## src/hw/rtl/scrm_pkg.sv

```systemverilog
// Shared types and constants for the sorted channel route map.
`default_nettype none
package scrm_pkg;

    localparam int NUM_IN    = 16;
    localparam int NUM_OUT   = 16;
    localparam int SRC_W     = 4;
    localparam int DST_W     = 4;
    localparam int SLOT_W    = 5;
    localparam int LIM_W     = 5;
    localparam int SLOT_IDX_W = 4;

    localparam logic [SLOT_W-1:0] EMPTY_SLOT = 5'h1F;
    localparam logic [LIM_W-1:0]  NUM_IN_LIM  = 5'd16;
    localparam logic [LIM_W-1:0]  NUM_OUT_LIM = 5'd16;

    localparam logic CFG_INPUTS  = 1'b0;
    localparam logic CFG_OUTPUTS = 1'b1;

    typedef logic [SLOT_W-1:0] t_slot;
    typedef t_slot [NUM_OUT-1:0] t_row;

    typedef enum logic [1:0] {
        OP_ADD    = 2'd0,
        OP_REMOVE = 2'd1,
        OP_READ   = 2'd2,
        OP_CLEAR  = 2'd3
    } t_op;

    typedef enum logic [1:0] {
        ST_OK      = 2'd0,
        ST_RANGE   = 2'd1,
        ST_DUP     = 2'd2,
        ST_MISSING = 2'd3
    } t_status;

    typedef enum logic [1:0] {
        S_IDLE,
        S_EXEC,
        S_EMIT
    } t_state;

    typedef struct packed {
        t_status status;
        t_row    row;
    } t_edit;

endpackage
`default_nettype wire

```

## src/hw/rtl/sorted_channel_route_map.sv

```systemverilog
// Top level of the sorted channel route map with its row memory and sequencer.
// Add, remove, clear and out-of-range items give their result from the S_EXEC state.
// A read row item of a non-empty row passes S_EXEC, then S_EMIT gives one result per cycle.
// The row memory has one read-modify-write port, so busy stays high in S_EXEC for each
// add, remove or clear item, and also in S_EMIT while a read row gives its entries.
// Synchronous reset clears the row valid bits, so every row reads empty at once.
`default_nettype none
module sorted_channel_route_map (
    input  wire logic                              i_clk,
    input  wire logic                              i_rst_n,
    input  wire logic                              start,
    output logic                                   busy,
    input  wire logic [1:0]                        i_op,
    input  wire logic [scrm_pkg::SRC_W-1:0]        i_source_channel,
    input  wire logic [scrm_pkg::DST_W-1:0]        i_dest_channel,
    output logic                                   o_valid,
    output logic [1:0]                             o_status,
    output logic [scrm_pkg::DST_W-1:0]             o_routed_channel,
    output logic                                   o_row_empty,
    output logic                                   o_last,
    input  wire logic                              i_cfg_valid,
    output logic                                   o_cfg_ready,
    input  wire logic                              i_cfg_index,
    input  wire logic [scrm_pkg::LIM_W-1:0]        i_cfg_data
);

    scrm_pkg::t_state r_state, n_state;
    scrm_pkg::t_op    r_op;
    logic [scrm_pkg::SRC_W-1:0] r_src;
    logic [scrm_pkg::DST_W-1:0] r_dst;
    logic r_bad;
    logic [scrm_pkg::LIM_W-1:0] r_inputs_in_use;
    logic [scrm_pkg::LIM_W-1:0] r_outputs_in_use;

    scrm_pkg::t_row mem [scrm_pkg::NUM_IN];
    scrm_pkg::t_row r_rd_data;
    logic           r_rd_vld;
    logic [scrm_pkg::NUM_IN-1:0] r_row_vld;

    scrm_pkg::t_row r_row, n_row;
    logic [scrm_pkg::SLOT_IDX_W-1:0] r_cnt, n_cnt;

    logic n_valid, n_row_empty, n_last;
    scrm_pkg::t_status n_status;
    logic [scrm_pkg::DST_W-1:0] n_routed;

    logic accept;
    logic cfg_wr;
    logic [scrm_pkg::LIM_W-1:0] in_lim, out_lim;
    logic src_bad, dst_bad;
    scrm_pkg::t_row cur_row;
    scrm_pkg::t_row emit_shift;
    scrm_pkg::t_edit edit;
    logic wr_en;
    logic clr_all;
    logic emit_last;

    assign busy        = r_state != scrm_pkg::S_IDLE;
    assign accept      = start && !busy;
    assign o_cfg_ready = !busy;
    assign cfg_wr      = i_cfg_valid && o_cfg_ready;

    assign in_lim  = (r_inputs_in_use > scrm_pkg::NUM_IN_LIM) ? scrm_pkg::NUM_IN_LIM
                                                               : r_inputs_in_use;
    assign out_lim = (r_outputs_in_use > scrm_pkg::NUM_OUT_LIM) ? scrm_pkg::NUM_OUT_LIM
                                                                 : r_outputs_in_use;
    assign src_bad = {1'b0, i_source_channel} >= in_lim;
    assign dst_bad = {1'b0, i_dest_channel} >= out_lim;

    always_ff @(posedge i_clk) begin
        if (!i_rst_n) begin
            r_inputs_in_use  <= scrm_pkg::NUM_IN_LIM;
            r_outputs_in_use <= scrm_pkg::NUM_OUT_LIM;
        end else if (cfg_wr) begin
            if (i_cfg_index == scrm_pkg::CFG_INPUTS) begin
                r_inputs_in_use <= i_cfg_data;
            end else begin
                r_outputs_in_use <= i_cfg_data;
            end
        end
    end

    always_ff @(posedge i_clk) begin
        if (accept) begin
            r_op  <= scrm_pkg::t_op'(i_op);
            r_src <= i_source_channel;
            r_dst <= i_dest_channel;
            r_bad <= src_bad || (scrm_pkg::t_op'(i_op) != scrm_pkg::OP_READ && dst_bad);
        end
    end

    always_ff @(posedge i_clk) begin
        if (wr_en) begin
            mem[r_src] <= edit.row;
        end
        r_rd_data <= mem[i_source_channel];
    end

    always_ff @(posedge i_clk) begin
        if (!i_rst_n) begin
            r_row_vld <= '0;
        end else if (clr_all) begin
            r_row_vld <= '0;
        end else if (wr_en) begin
            r_row_vld[r_src] <= 1'b1;
        end
    end

    always_ff @(posedge i_clk) begin
        r_rd_vld <= r_row_vld[i_source_channel];
    end

    always_comb begin
        for (int j = 0; j < scrm_pkg::NUM_OUT; j++) begin
            cur_row[j] = r_rd_vld ? r_rd_data[j] : scrm_pkg::EMPTY_SLOT;
        end
    end

    scrm_row_edit u_row_edit (
        .i_op   (r_op),
        .i_row  (cur_row),
        .i_dst  (r_dst),
        .o_edit (edit)
    );

    assign emit_shift = {scrm_pkg::EMPTY_SLOT, r_row[scrm_pkg::NUM_OUT-1:1]};
    assign emit_last  = (r_row[1] == scrm_pkg::EMPTY_SLOT) ||
                        (r_cnt == scrm_pkg::SLOT_IDX_W'(scrm_pkg::NUM_OUT - 1));

    always_comb begin
        n_state     = r_state;
        n_row       = r_row;
        n_cnt       = r_cnt;
        n_valid     = 1'b0;
        n_status    = scrm_pkg::ST_OK;
        n_routed    = '0;
        n_row_empty = 1'b0;
        n_last      = 1'b0;
        wr_en       = 1'b0;
        clr_all     = 1'b0;
        case (r_state)
            scrm_pkg::S_IDLE: begin
                if (accept) begin
                    n_state = scrm_pkg::S_EXEC;
                end
            end
            scrm_pkg::S_EXEC: begin
                n_valid = 1'b1;
                n_last  = 1'b1;
                n_state = scrm_pkg::S_IDLE;
                if (r_op == scrm_pkg::OP_CLEAR) begin
                    clr_all = 1'b1;
                end else if (r_bad) begin
                    n_status = scrm_pkg::ST_RANGE;
                end else if (r_op == scrm_pkg::OP_READ) begin
                    if (cur_row[0] == scrm_pkg::EMPTY_SLOT) begin
                        n_row_empty = 1'b1;
                    end else begin
                        n_valid = 1'b0;
                        n_last  = 1'b0;
                        n_row   = cur_row;
                        n_cnt   = '0;
                        n_state = scrm_pkg::S_EMIT;
                    end
                end else begin
                    n_status = edit.status;
                    wr_en    = edit.status == scrm_pkg::ST_OK;
                end
            end
            scrm_pkg::S_EMIT: begin
                n_valid  = 1'b1;
                n_routed = r_row[0][scrm_pkg::DST_W-1:0];
                n_last   = emit_last;
                n_row    = emit_shift;
                n_cnt    = r_cnt + 1'b1;
                if (emit_last) begin
                    n_state = scrm_pkg::S_IDLE;
                end
            end
            default: begin
                n_state = scrm_pkg::S_IDLE;
            end
        endcase
    end

    always_ff @(posedge i_clk) begin
        if (!i_rst_n) begin
            r_state <= scrm_pkg::S_IDLE;
            o_valid <= 1'b0;
        end else begin
            r_state <= n_state;
            o_valid <= n_valid;
        end
    end

    always_ff @(posedge i_clk) begin
        r_row            <= n_row;
        r_cnt            <= n_cnt;
        o_status         <= n_status;
        o_routed_channel <= n_routed;
        o_row_empty      <= n_row_empty;
        o_last           <= n_last;
    end

`ifndef NO_ASSERTIONS
    a_no_result_after_accept: assert property (@(posedge i_clk) disable iff (!i_rst_n)
        accept |=> !o_valid)
        else $error("result strobe directly after an accepted item");

    a_gap_after_last: assert property (@(posedge i_clk) disable iff (!i_rst_n)
        (o_valid && o_last) |=> !o_valid)
        else $error("result strobe directly after a final result");

    a_empty_is_single: assert property (@(posedge i_clk) disable iff (!i_rst_n)
        (o_valid && o_row_empty) |-> (o_last && o_status == scrm_pkg::ST_OK))
        else $error("empty row result is not a single ok result");

    a_mid_row_ok: assert property (@(posedge i_clk) disable iff (!i_rst_n)
        (o_valid && !o_last) |-> (o_status == scrm_pkg::ST_OK && !o_row_empty))
        else $error("non-final result that is not a row entry");

    a_write_only_in_exec: assert property (@(posedge i_clk) disable iff (!i_rst_n)
        wr_en |-> (r_state == scrm_pkg::S_EXEC && !r_bad))
        else $error("row write outside an in-range add or remove");
`endif

endmodule
`default_nettype wire

```

## src/hw/rtl/scrm_row_edit.sv

```systemverilog
// Sorted insert and delete on one row of the route table.
`default_nettype none
module scrm_row_edit (
    input  var scrm_pkg::t_op                     i_op,
    input  var scrm_pkg::t_row                    i_row,
    input  wire logic [scrm_pkg::DST_W-1:0]       i_dst,
    output scrm_pkg::t_edit                       o_edit
);

    logic [scrm_pkg::SLOT_W-1:0] dst_slot;
    scrm_pkg::t_row sh_up;
    scrm_pkg::t_row sh_dn;
    scrm_pkg::t_row add_row;
    scrm_pkg::t_row rm_row;
    logic [scrm_pkg::NUM_OUT-1:0] ge;
    logic [scrm_pkg::NUM_OUT-1:0] first_ge;
    logic [scrm_pkg::NUM_OUT-1:0] from_ins;
    logic [scrm_pkg::NUM_OUT-1:0] hit;
    logic [scrm_pkg::NUM_OUT-1:0] first_stop;
    logic [scrm_pkg::NUM_OUT-1:0] from_rm;
    logic dup;
    logic found;

    assign dst_slot = {1'b0, i_dst};
    assign sh_up = {i_row[scrm_pkg::NUM_OUT-2:0], scrm_pkg::EMPTY_SLOT};
    assign sh_dn = {scrm_pkg::EMPTY_SLOT, i_row[scrm_pkg::NUM_OUT-1:1]};

    always_comb begin
        logic acc_ge;
        logic acc_stop;
        logic acc_rm;
        acc_ge   = 1'b0;
        acc_stop = 1'b0;
        acc_rm   = 1'b0;
        for (int j = 0; j < scrm_pkg::NUM_OUT; j++) begin
            ge[j]         = i_row[j] >= dst_slot;
            first_ge[j]   = ge[j] & ~acc_ge;
            acc_ge        = acc_ge | ge[j];
            from_ins[j]   = acc_ge;
            hit[j]        = i_row[j] == dst_slot;
            first_stop[j] = (hit[j] | (i_row[j] == scrm_pkg::EMPTY_SLOT)) & ~acc_stop;
            acc_stop      = acc_stop | hit[j] | (i_row[j] == scrm_pkg::EMPTY_SLOT);
            acc_rm        = acc_rm | (first_stop[j] & hit[j]);
            from_rm[j]    = acc_rm;
        end
    end

    assign dup   = |(first_ge & hit);
    assign found = |(first_stop & hit);

    always_comb begin
        for (int j = 0; j < scrm_pkg::NUM_OUT; j++) begin
            if (!from_ins[j]) begin
                add_row[j] = i_row[j];
            end else if (first_ge[j]) begin
                add_row[j] = dst_slot;
            end else begin
                add_row[j] = sh_up[j];
            end
            rm_row[j] = from_rm[j] ? sh_dn[j] : i_row[j];
        end
    end

    always_comb begin
        case (i_op)
            scrm_pkg::OP_ADD: begin
                o_edit.status = dup ? scrm_pkg::ST_DUP : scrm_pkg::ST_OK;
                o_edit.row    = add_row;
            end
            scrm_pkg::OP_REMOVE: begin
                o_edit.status = found ? scrm_pkg::ST_OK : scrm_pkg::ST_MISSING;
                o_edit.row    = rm_row;
            end
            default: begin
                o_edit.status = scrm_pkg::ST_OK;
                o_edit.row    = i_row;
            end
        endcase
    end

endmodule
`default_nettype wire
```

## config.mk

```make
export PLATFORM = sky130hd
export DESIGN_NAME = sorted_channel_route_map
export DESIGN_NICKNAME = d
export VERILOG_FILES = /design/src/hw/rtl/scrm_pkg.sv /design/src/hw/rtl/sorted_channel_route_map.sv /design/src/hw/rtl/scrm_row_edit.sv
export SDC_FILE = /design/constraint.sdc
export NUM_CORES = 2
export LEC_CHECK = 0
export BUFFER_PORTS_ARGS = -buffer_cell sky130_fd_sc_hd__buf_2
export CAP_MARGIN = 15
export CORE_ASPECT_RATIO = 1.2
export CORE_MARGIN = 2
export CORE_UTILIZATION = 65
export CTS_CLUSTER_SIZE = 40
export DETAILED_ROUTE_END_ITERATION = 6
export MAX_ROUTING_LAYER = met4
export PLACE_DENSITY = 0.81
export SKIP_CTS_REPAIR_TIMING = 1
export SYNTH_ARGS = -nofsm -noshare
export SYNTH_HDL_FRONTEND = slang
export SYNTH_SLANG_ARGS = --single-unit
```

## constraint.sdc

```tcl
create_clock -name i_clk -period 36.7 [get_ports i_clk]
set_input_delay 3.67 -clock i_clk [delete_from_list [all_inputs] [get_ports i_clk]]
set_output_delay 3.67 -clock i_clk [all_outputs]
set_load 0.03 [all_outputs]
```

## Word-level counts from Yosys, hierarchy flattened

Memory sizes are Yosys's and may differ from the RTL's. A register that Yosys moved wholly into a read port is not among the register bits.
Cells that the tools add are included.

| storage, ports and cells | value |
|---|---|
| bits in registers | 132 |
| latch bits | 0 |
| bits in writable memories | 1,280 |
| bits in read-only memories | 0 |
| bits of input ports | 20 |
| output and inout port bits | 11 |
| word-level logic and storage cells | 387 |
| memories kept | 1 |

Memories:

| memory | words | width | read ports | clocked after Yosys merged registers in | wr ports | RTL line | text |
|---|---|---|---|---|---|---|---|
| mem | 16 | 80 | 1 | 1 | 1 | sorted_channel_route_map.sv:35 | `scrm_pkg::t_row mem [scrm_pkg::NUM_IN];` |

| operators by class | value |
|---|---|
| add/subtract/negate cells | 1 |
| multipliers | 0 |
| divide/modulo/power cells | 0 |
| order comparisons | 23 |
| eq/ne operators | 46 |
| shifts and indexed selects | 0 |
| multiplexer cells | 105 |
| bitwise logic cells | 157 |
| reductions and logical operators | 22 |

Operators with widths:

| operator | number |
|---|---|
| 5-bit two-way mux | 65 |
| 80-bit two-way mux | 4 |
| 82-bit one-hot mux with 2 select lines | 1 |
| 80-bit one-hot mux with 2 select lines | 1 |
| 5-bit equality test (second input constant) | 17 |
| 5-bit by 4-bit equality test with 1-bit output | 16 |
| 5-bit by 4-bit greater-or-equal comparator with 1-bit output | 16 |
| 1-bit OR | 74 |
| 1-bit bitwise AND | 46 |
| 1-bit NOT | 34 |
| 16-bit bitwise AND | 2 |
| 16-bit OR reduction | 2 |
| 1-bit two-way mux | 16 |
| 2-bit two-way mux | 8 |
| 4-bit two-way mux | 4 |
| 16-bit OR | 1 |
| 2-bit != test (second input constant) | 7 |
| 4-bit by 5-bit greater-or-equal comparator with 1-bit output | 2 |
| 5-bit > comparator (second input constant) | 2 |
| 4-bit by 5-bit < comparator with 1-bit output (second input constant) | 2 |
| 4-bit one-hot mux with 2 select lines | 1 |
| 4-bit OR reduction | 2 |
| 2-bit equality test (second input constant) | 3 |
| 2-bit zero test | 3 |
| other kinds (15) | 25 |

## Logic depth before layout (Yosys ltp)

| depth | value |
|---|---|
| word-level depth | 44 |
| mapped depth | 20 |
| mapped depth without buffers | 13 |

## Hierarchy

A second synthesis with hierarchy kept.

| unflattened totals | value |
|---|---|
| cells, all modules | 3,352 |
| area, all modules | 60,934.7 um^2 |

Modules (own cells, without submodules):

| module | times used | cells each | area each (um^2) | sequential area each (um^2) |
|---|---|---|---|---|
| sorted_channel_route_map | 1 | 2,492 | 55,433.2 | 43,621.8 |
| scrm_row_edit | 1 | 860 | 5,501.5 | 0.0 |

## Worst setup path before layout

Ideal clock, no wire load.

| timing | value |
|---|---|
| kind | register to register |
| start | register r_rd_vld |
| end | memory mem[8][0] (netlist name) (enable) |
| library setup time | 0.743 ns |
| arrival | 12.284 ns |
| required time | 35.957 ns |
| path slack | 23.673 ns |
| stages on the path, launching flop included | 17 |
| path buffers | 5 |
| period minus slack after synthesis | 13.027 ns |
| cell sequence | dfxtp_1 -> buf_2 -> buf_2 -> clkbuf_1 -> clkbuf_1 -> clkbuf_1 -> nand2b_1 -> ha_1 -> nand3_1 -> or4_4 -> nand2_1 -> nand4_1 -> a211oi_1 -> a211oi_4 -> nand2_2 -> a221oi_4 -> nor4b_1 |

| on the way | value |
|---|---|
| word-level cells in the longest chain between the ends | 44 |
| elaborated cells between the ends (all ways) | 196 |
| those cells by class | 16 x order compare; 32 x eq/ne; 25 x mux; 120 x bitwise; 3 x reduce/logical |

RTL lines:

| what | RTL line | text |
|---|---|---|
| start, declared | sorted_channel_route_map.sv:37 | `logic r_rd_vld;` |
| start signal, assigned | sorted_channel_route_map.sv:110 | `r_rd_vld <= r_row_vld[i_source_channel];` |
| 5-bit two-way mux | sorted_channel_route_map.sv:115 | `cur_row[j] = r_rd_vld ? r_rd_data[j] : scrm_pkg::EMPTY_SLOT;` |
| 5-bit by 4-bit equality test with 1-bit output or 5-bit equality test (tied branches) | scrm_row_edit.sv:40, scrm_row_edit.sv:41, scrm_row_edit.sv:42 |  |
| 1-bit OR | scrm_row_edit.sv:41, scrm_row_edit.sv:42 |  |
| 1-bit OR (28 in a row) | scrm_row_edit.sv:42 | `acc_stop = acc_stop \| hit[j] \| (i_row[j] == scrm_pkg::EMPTY_SLOT);` |
| 1-bit NOT | scrm_row_edit.sv:41 | `first_stop[j] = (hit[j] \| (i_row[j] == scrm_pkg::EMPTY_SLOT)) & ~acc_stop;` |
| 1-bit bitwise AND | scrm_row_edit.sv:41 |  |
| 16-bit bitwise AND | scrm_row_edit.sv:49 | `assign found = \|(first_stop & hit);` |
| 16-bit OR reduction | scrm_row_edit.sv:49 |  |
| 2-bit two-way mux | scrm_row_edit.sv:71 | `o_edit.status = found ? scrm_pkg::ST_OK : scrm_pkg::ST_MISSING;` |
| 82-bit one-hot mux with 2 select lines (*) | scrm_row_edit.sv:65 | `case (i_op)` |
| 2-bit zero test (*) | sorted_channel_route_map.sv:167 | `wr_en = edit.status == scrm_pkg::ST_OK;` |
| 1-bit two-way mux (*) | sorted_channel_route_map.sv:155 | `end else if (r_op == scrm_pkg::OP_READ) begin` |
| 1-bit two-way mux (*) | sorted_channel_route_map.sv:153 | `end else if (r_bad) begin` |
| 1-bit two-way mux (*) | sorted_channel_route_map.sv:151 | `if (r_op == scrm_pkg::OP_CLEAR) begin` |
| 1-bit two-way mux (*) | sorted_channel_route_map.sv:141 | `case (r_state)` |
| 1-bit two-way mux (*) | sorted_channel_route_map.sv:93 | `if (wr_en) begin` |
| 1-bit two-way mux (implied by the code) (*) | sorted_channel_route_map.sv:94 | `mem[r_src] <= edit.row;` |
| end, declared | sorted_channel_route_map.sv:35 |  |

Mark *: on every way between the ends. The rest lies on a longest branch, timed or not.

## Worst setup path after layout

| timing | value |
|---|---|
| start | register r_rd_vld |
| end | memory mem[6][7] (netlist name) (enable) |

The elaborated chain is that of the path after synthesis.

==> qor.yml <==
floorplan:
  initial_utilization: 0.654
  core_sq_um: 93400
  die_y_um: 340
  fp.dieW_um: 284
  dieArea_sq_um: 96500
  io_pins: 31
  rows: 123
timing:
  fin_tns_setup_ns: 0
  finalCritPeriodShare: 0.225
  hold_violations: 0
  maxSlewHeadroom: 0.136
  setup_ws_ns: 28.43
  max_freq_mhz: 121
  timing.hold.ws_ns: 0.449
  worst_pin_slew_ns: 1.30
  skew_ns: 0.0377
  slew_viol_final: 0
  setup_violations: 0
  rsz0062_at_grt: "false"
  fin_crit_ns: 8.27
route:
  drtPass1Iterations: 6
  vias_per_cell: 7.26
  routedWlPerCell_um: 36.0
  vias: 34300
  routed_wl_um: 170000
  drc: 0
  ant_nets: 0
  drt_iter0_drc: 5430
synthesis:
  postSynthCellCount: 3248
  synth_nets: 3343
  ys_seq_area_frac: 0.714
  yosysWarnings: 0
  synth_edf_count: 1374
  synth_area_leaders: "edfxtp_1 (68%), mux4_2 (15%), dfxtp_1 (3.9%)"
  syn_area_sq_um: 61100
  ys_ff_latch: 1492
  syn_area_per_cell_sq_um: 18.8
  async_reset_ff_frac: 0
  synth_top_area_frac: 0.675
  ys.flop_type: "edfxtp_1"
  yosysUniqueCellTypes: 76
  yosysTopAreaCell: "edfxtp_1"
worst_hold_path:
  min_path_cells: 2
  hp-start: "r_row_vld[2]"
  holdPathEnd: "r_row_vld[2]"
  min_path_type: "reg2reg"
grt:
  grt_pass1_vias: 34600
  track_usage: 0.372
  grt_pass1_wl_um: 246000
  antenna_found_initial: 6
  overflow: 0
  grt_max_degree: 113
power_and_ir_drop:
  p_sw_w: 0.000771
  combPwrFrac: 0.044
  pwr-share-seq: 0.535
  power_density_nw_per_um2: 51.8
  swShare: 0.219
  p_leak_nw: 22.5
  p_int_w: 0.00275
  clkPwrFrac: 0.421
  vdd_drop_max_mv: 0.0537
setup_path:
  cp.required_ns: 37.05
  worstPathCellList: "inv_1, buf_4, nor2_1, inv_1, ha_1, nand4_1, nor2_1, nor4b_1, nand4_1, nor4_1, o21ai_0, nand2_2, a221oi_4, buf_4, nor2_4, buf_4"
  reg2regPathDepth: 16
  crit_family: "simple AND/OR/NAND/NOR gates"
  worst_path_largest_cell_delay_ns: 1.04
  reg2reg_from: "r_rd_vld"
  path_max_fanout: 56
  crit_top_cell: "buf_4"
  critPathKind: "reg2reg"
  ff2ff_setup_slack_ns: 28.43
  cp-end-kind: "flop"
  arrival_ns: 8.63
  crit_path_start_kind: "flop"
  reg2reg_to: "mem[6][7]"
  crit_buf_inv: 5
  slowest_stage: "buf_4"
clock_tree:
  clockBufferDepth: 3
  ctsHtreeMaxLevel: 4
  cts_tree: "built"
  cts.sinks: 1492
  cts_buffers: 139
  clk_latency_ns: 0.77
  clockRootBuffer: "clkbuf_16"
  clkTransAtPathRegs_ns: 0.07
place:
  routabilityCongestion: 1.01
  dp_hpwl_um: 90800
  port_buffers: 30
  dp_slack_ns: 28.26
finish:
  fillers: 5124
  layout_common_cells: "edfxtp_1 (1,374), mux4_2 (405), nor2_1 (147)"
  final_nets: 3454
  multi_input_area_sq_um: 16600
  syn_to_final_growth_pct: 11.1
  final_layout_size_suffix_gt1_frac: 0.252
  layout_commonest_cell: "edfxtp_1"
  seqCellArea_sq_um: 43600
job:
  drv_cap: 0
outcome:
  outcome: "completed"
-- synth_stat cells (12+ instances only) --
library cell	instances
mux2i_1	43
a22oi_1	43
inv_1	60
clkbuf_1	141
and2_1	12
o221ai_1	16
edfxtp_1	1374
buf_1	33
a211oi_1	22
o22ai_1	35
mux4_2	405
nor2b_1	17
nor3_1	25
nand2_1	98
nor2_1	156
mux2_2	72
a21o_1	12
nand2b_1	82
o21ai_0	95
ha_1	75
a21oi_1	89
nand3_1	34
a221oi_1	12
and3_1	12
dfxtp_1	118
o31ai_1	12
nand4_1	21
-- cell families (layout without fill, tap and decap cells) --
| group | after synthesis | in the layout | share of synthesized area |
|---|---|---|---|
| flip-flops | 1492 | 1492 | 0.714 |
| multiplexers | 520 | 520 | 0.170 |
| AND/OR/NAND/NOR | 498 | 498 | 0.0402 |
| AO/OA/AOI/OAI | 416 | 416 | 0.0450 |
| buffers and inverters | 245 | 472 | 0.0155 |
| adder cells (fa/ha/maj) | 75 | 75 | 0.0154 |
| XOR/XNOR | 2 | 2 | 0.000287 |
| other | 0 | 4 | 0 |
-- worst max-delay path by stage --
stage / slack (ns) / cells past startpoint / startpoint / end
2_1_floorplan: 23.67 / 16 / r_rd_vld / mem[8][0]
3_3_place_gp: 28.25 / 6 / i_source_channel[0] / r_rd_data[27]
3_5_place_dp: 28.26 / 6 / i_source_channel[0] / r_rd_data[34]
4_1_cts: 28.59 / 16 / r_rd_vld / mem[7][7]
5_1_grt: 28.22 / 16 / r_rd_vld / mem[7][7]
6_report: 28.43 / 16 / r_rd_vld / mem[6][7]
-- registers in the layout, summed over array words and instances (netlist names), 2 cells and up --
| name | count |
|---|---|
| emit_shift | 75 |
| mem | 1280 |
| o_routed_channel | 4 |
| o_status | 2 |
| r_cnt | 4 |
| r_dst | 4 |
| r_inputs_in_use | 5 |
| r_op | 2 |
| r_outputs_in_use | 5 |
| r_rd_data | 80 |
| r_row | 4 |
| r_row_vld | 16 |
| r_src | 4 |
| r_state | 2 |
-- stage by stage --
stage | power, W | std cells | utilization | cell area, sq um
2_1_floorplan | 0.00201 | 3248 | - | 61100
3_3_place_gp | 0.00206 | 4455 | 0.675 | 63100
3_5_place_dp | 0.00207 | 4458 | 0.676 | 63100
4_1_cts | 0.00353 | 4715 | 0.726 | 67800
5_1_grt | 0.00360 | 4727 | 0.727 | 67900
6_report | 0.00352 | 4729 | 0.727 | 67900
-- per-layer routing --
| metal | routed length (um) | vias to the layer above | global-route usage | part of all wire |
|---|---|---|---|---|
| met5 | 0 | - | - | 0 |
| li1 | - | 13600 | - | - |
| met1 | 59100 | 17600 | 0.491 | 0.35 |
| met4 | 8120 | 0 | 0.156 | 0.048 |
| met3 | 19200 | 526 | 0.0671 | 0.11 |
| met2 | 83900 | 2655 | 0.582 | 0.49 |
-- area by class of cell --
class	instances	area share
diodes	4	0.000147
clock buffers	183	0.0559
clock inverters	74	0.0130
inverters	63	0.00350
multi-input cells	1511	0.245
flip-flops and latches	1492	0.643
well taps	1250	0.0230
repair buffers	152	0.0164
-- tightest hold or removal path, delay by kind of cell, from the launching register on --
kind            cells  cell delay (ns)
compound gates      1             0.05
flops               1             0.31
simple gates        1             0.05
-- power groups by stage --
stage          Clock (W)  Combinational (W)  Sequential [W]
6_report         0.00148           0.000154         0.00188
5_1_grt          0.00155           0.000162         0.00188
4_1_cts          0.00149           0.000152         0.00188
3_5_place_dp           0           0.000148         0.00192
3_3_place_gp           0           0.000143         0.00192
2_1_floorplan          0           0.000102         0.00191
(Power assumes the default switching activity.)
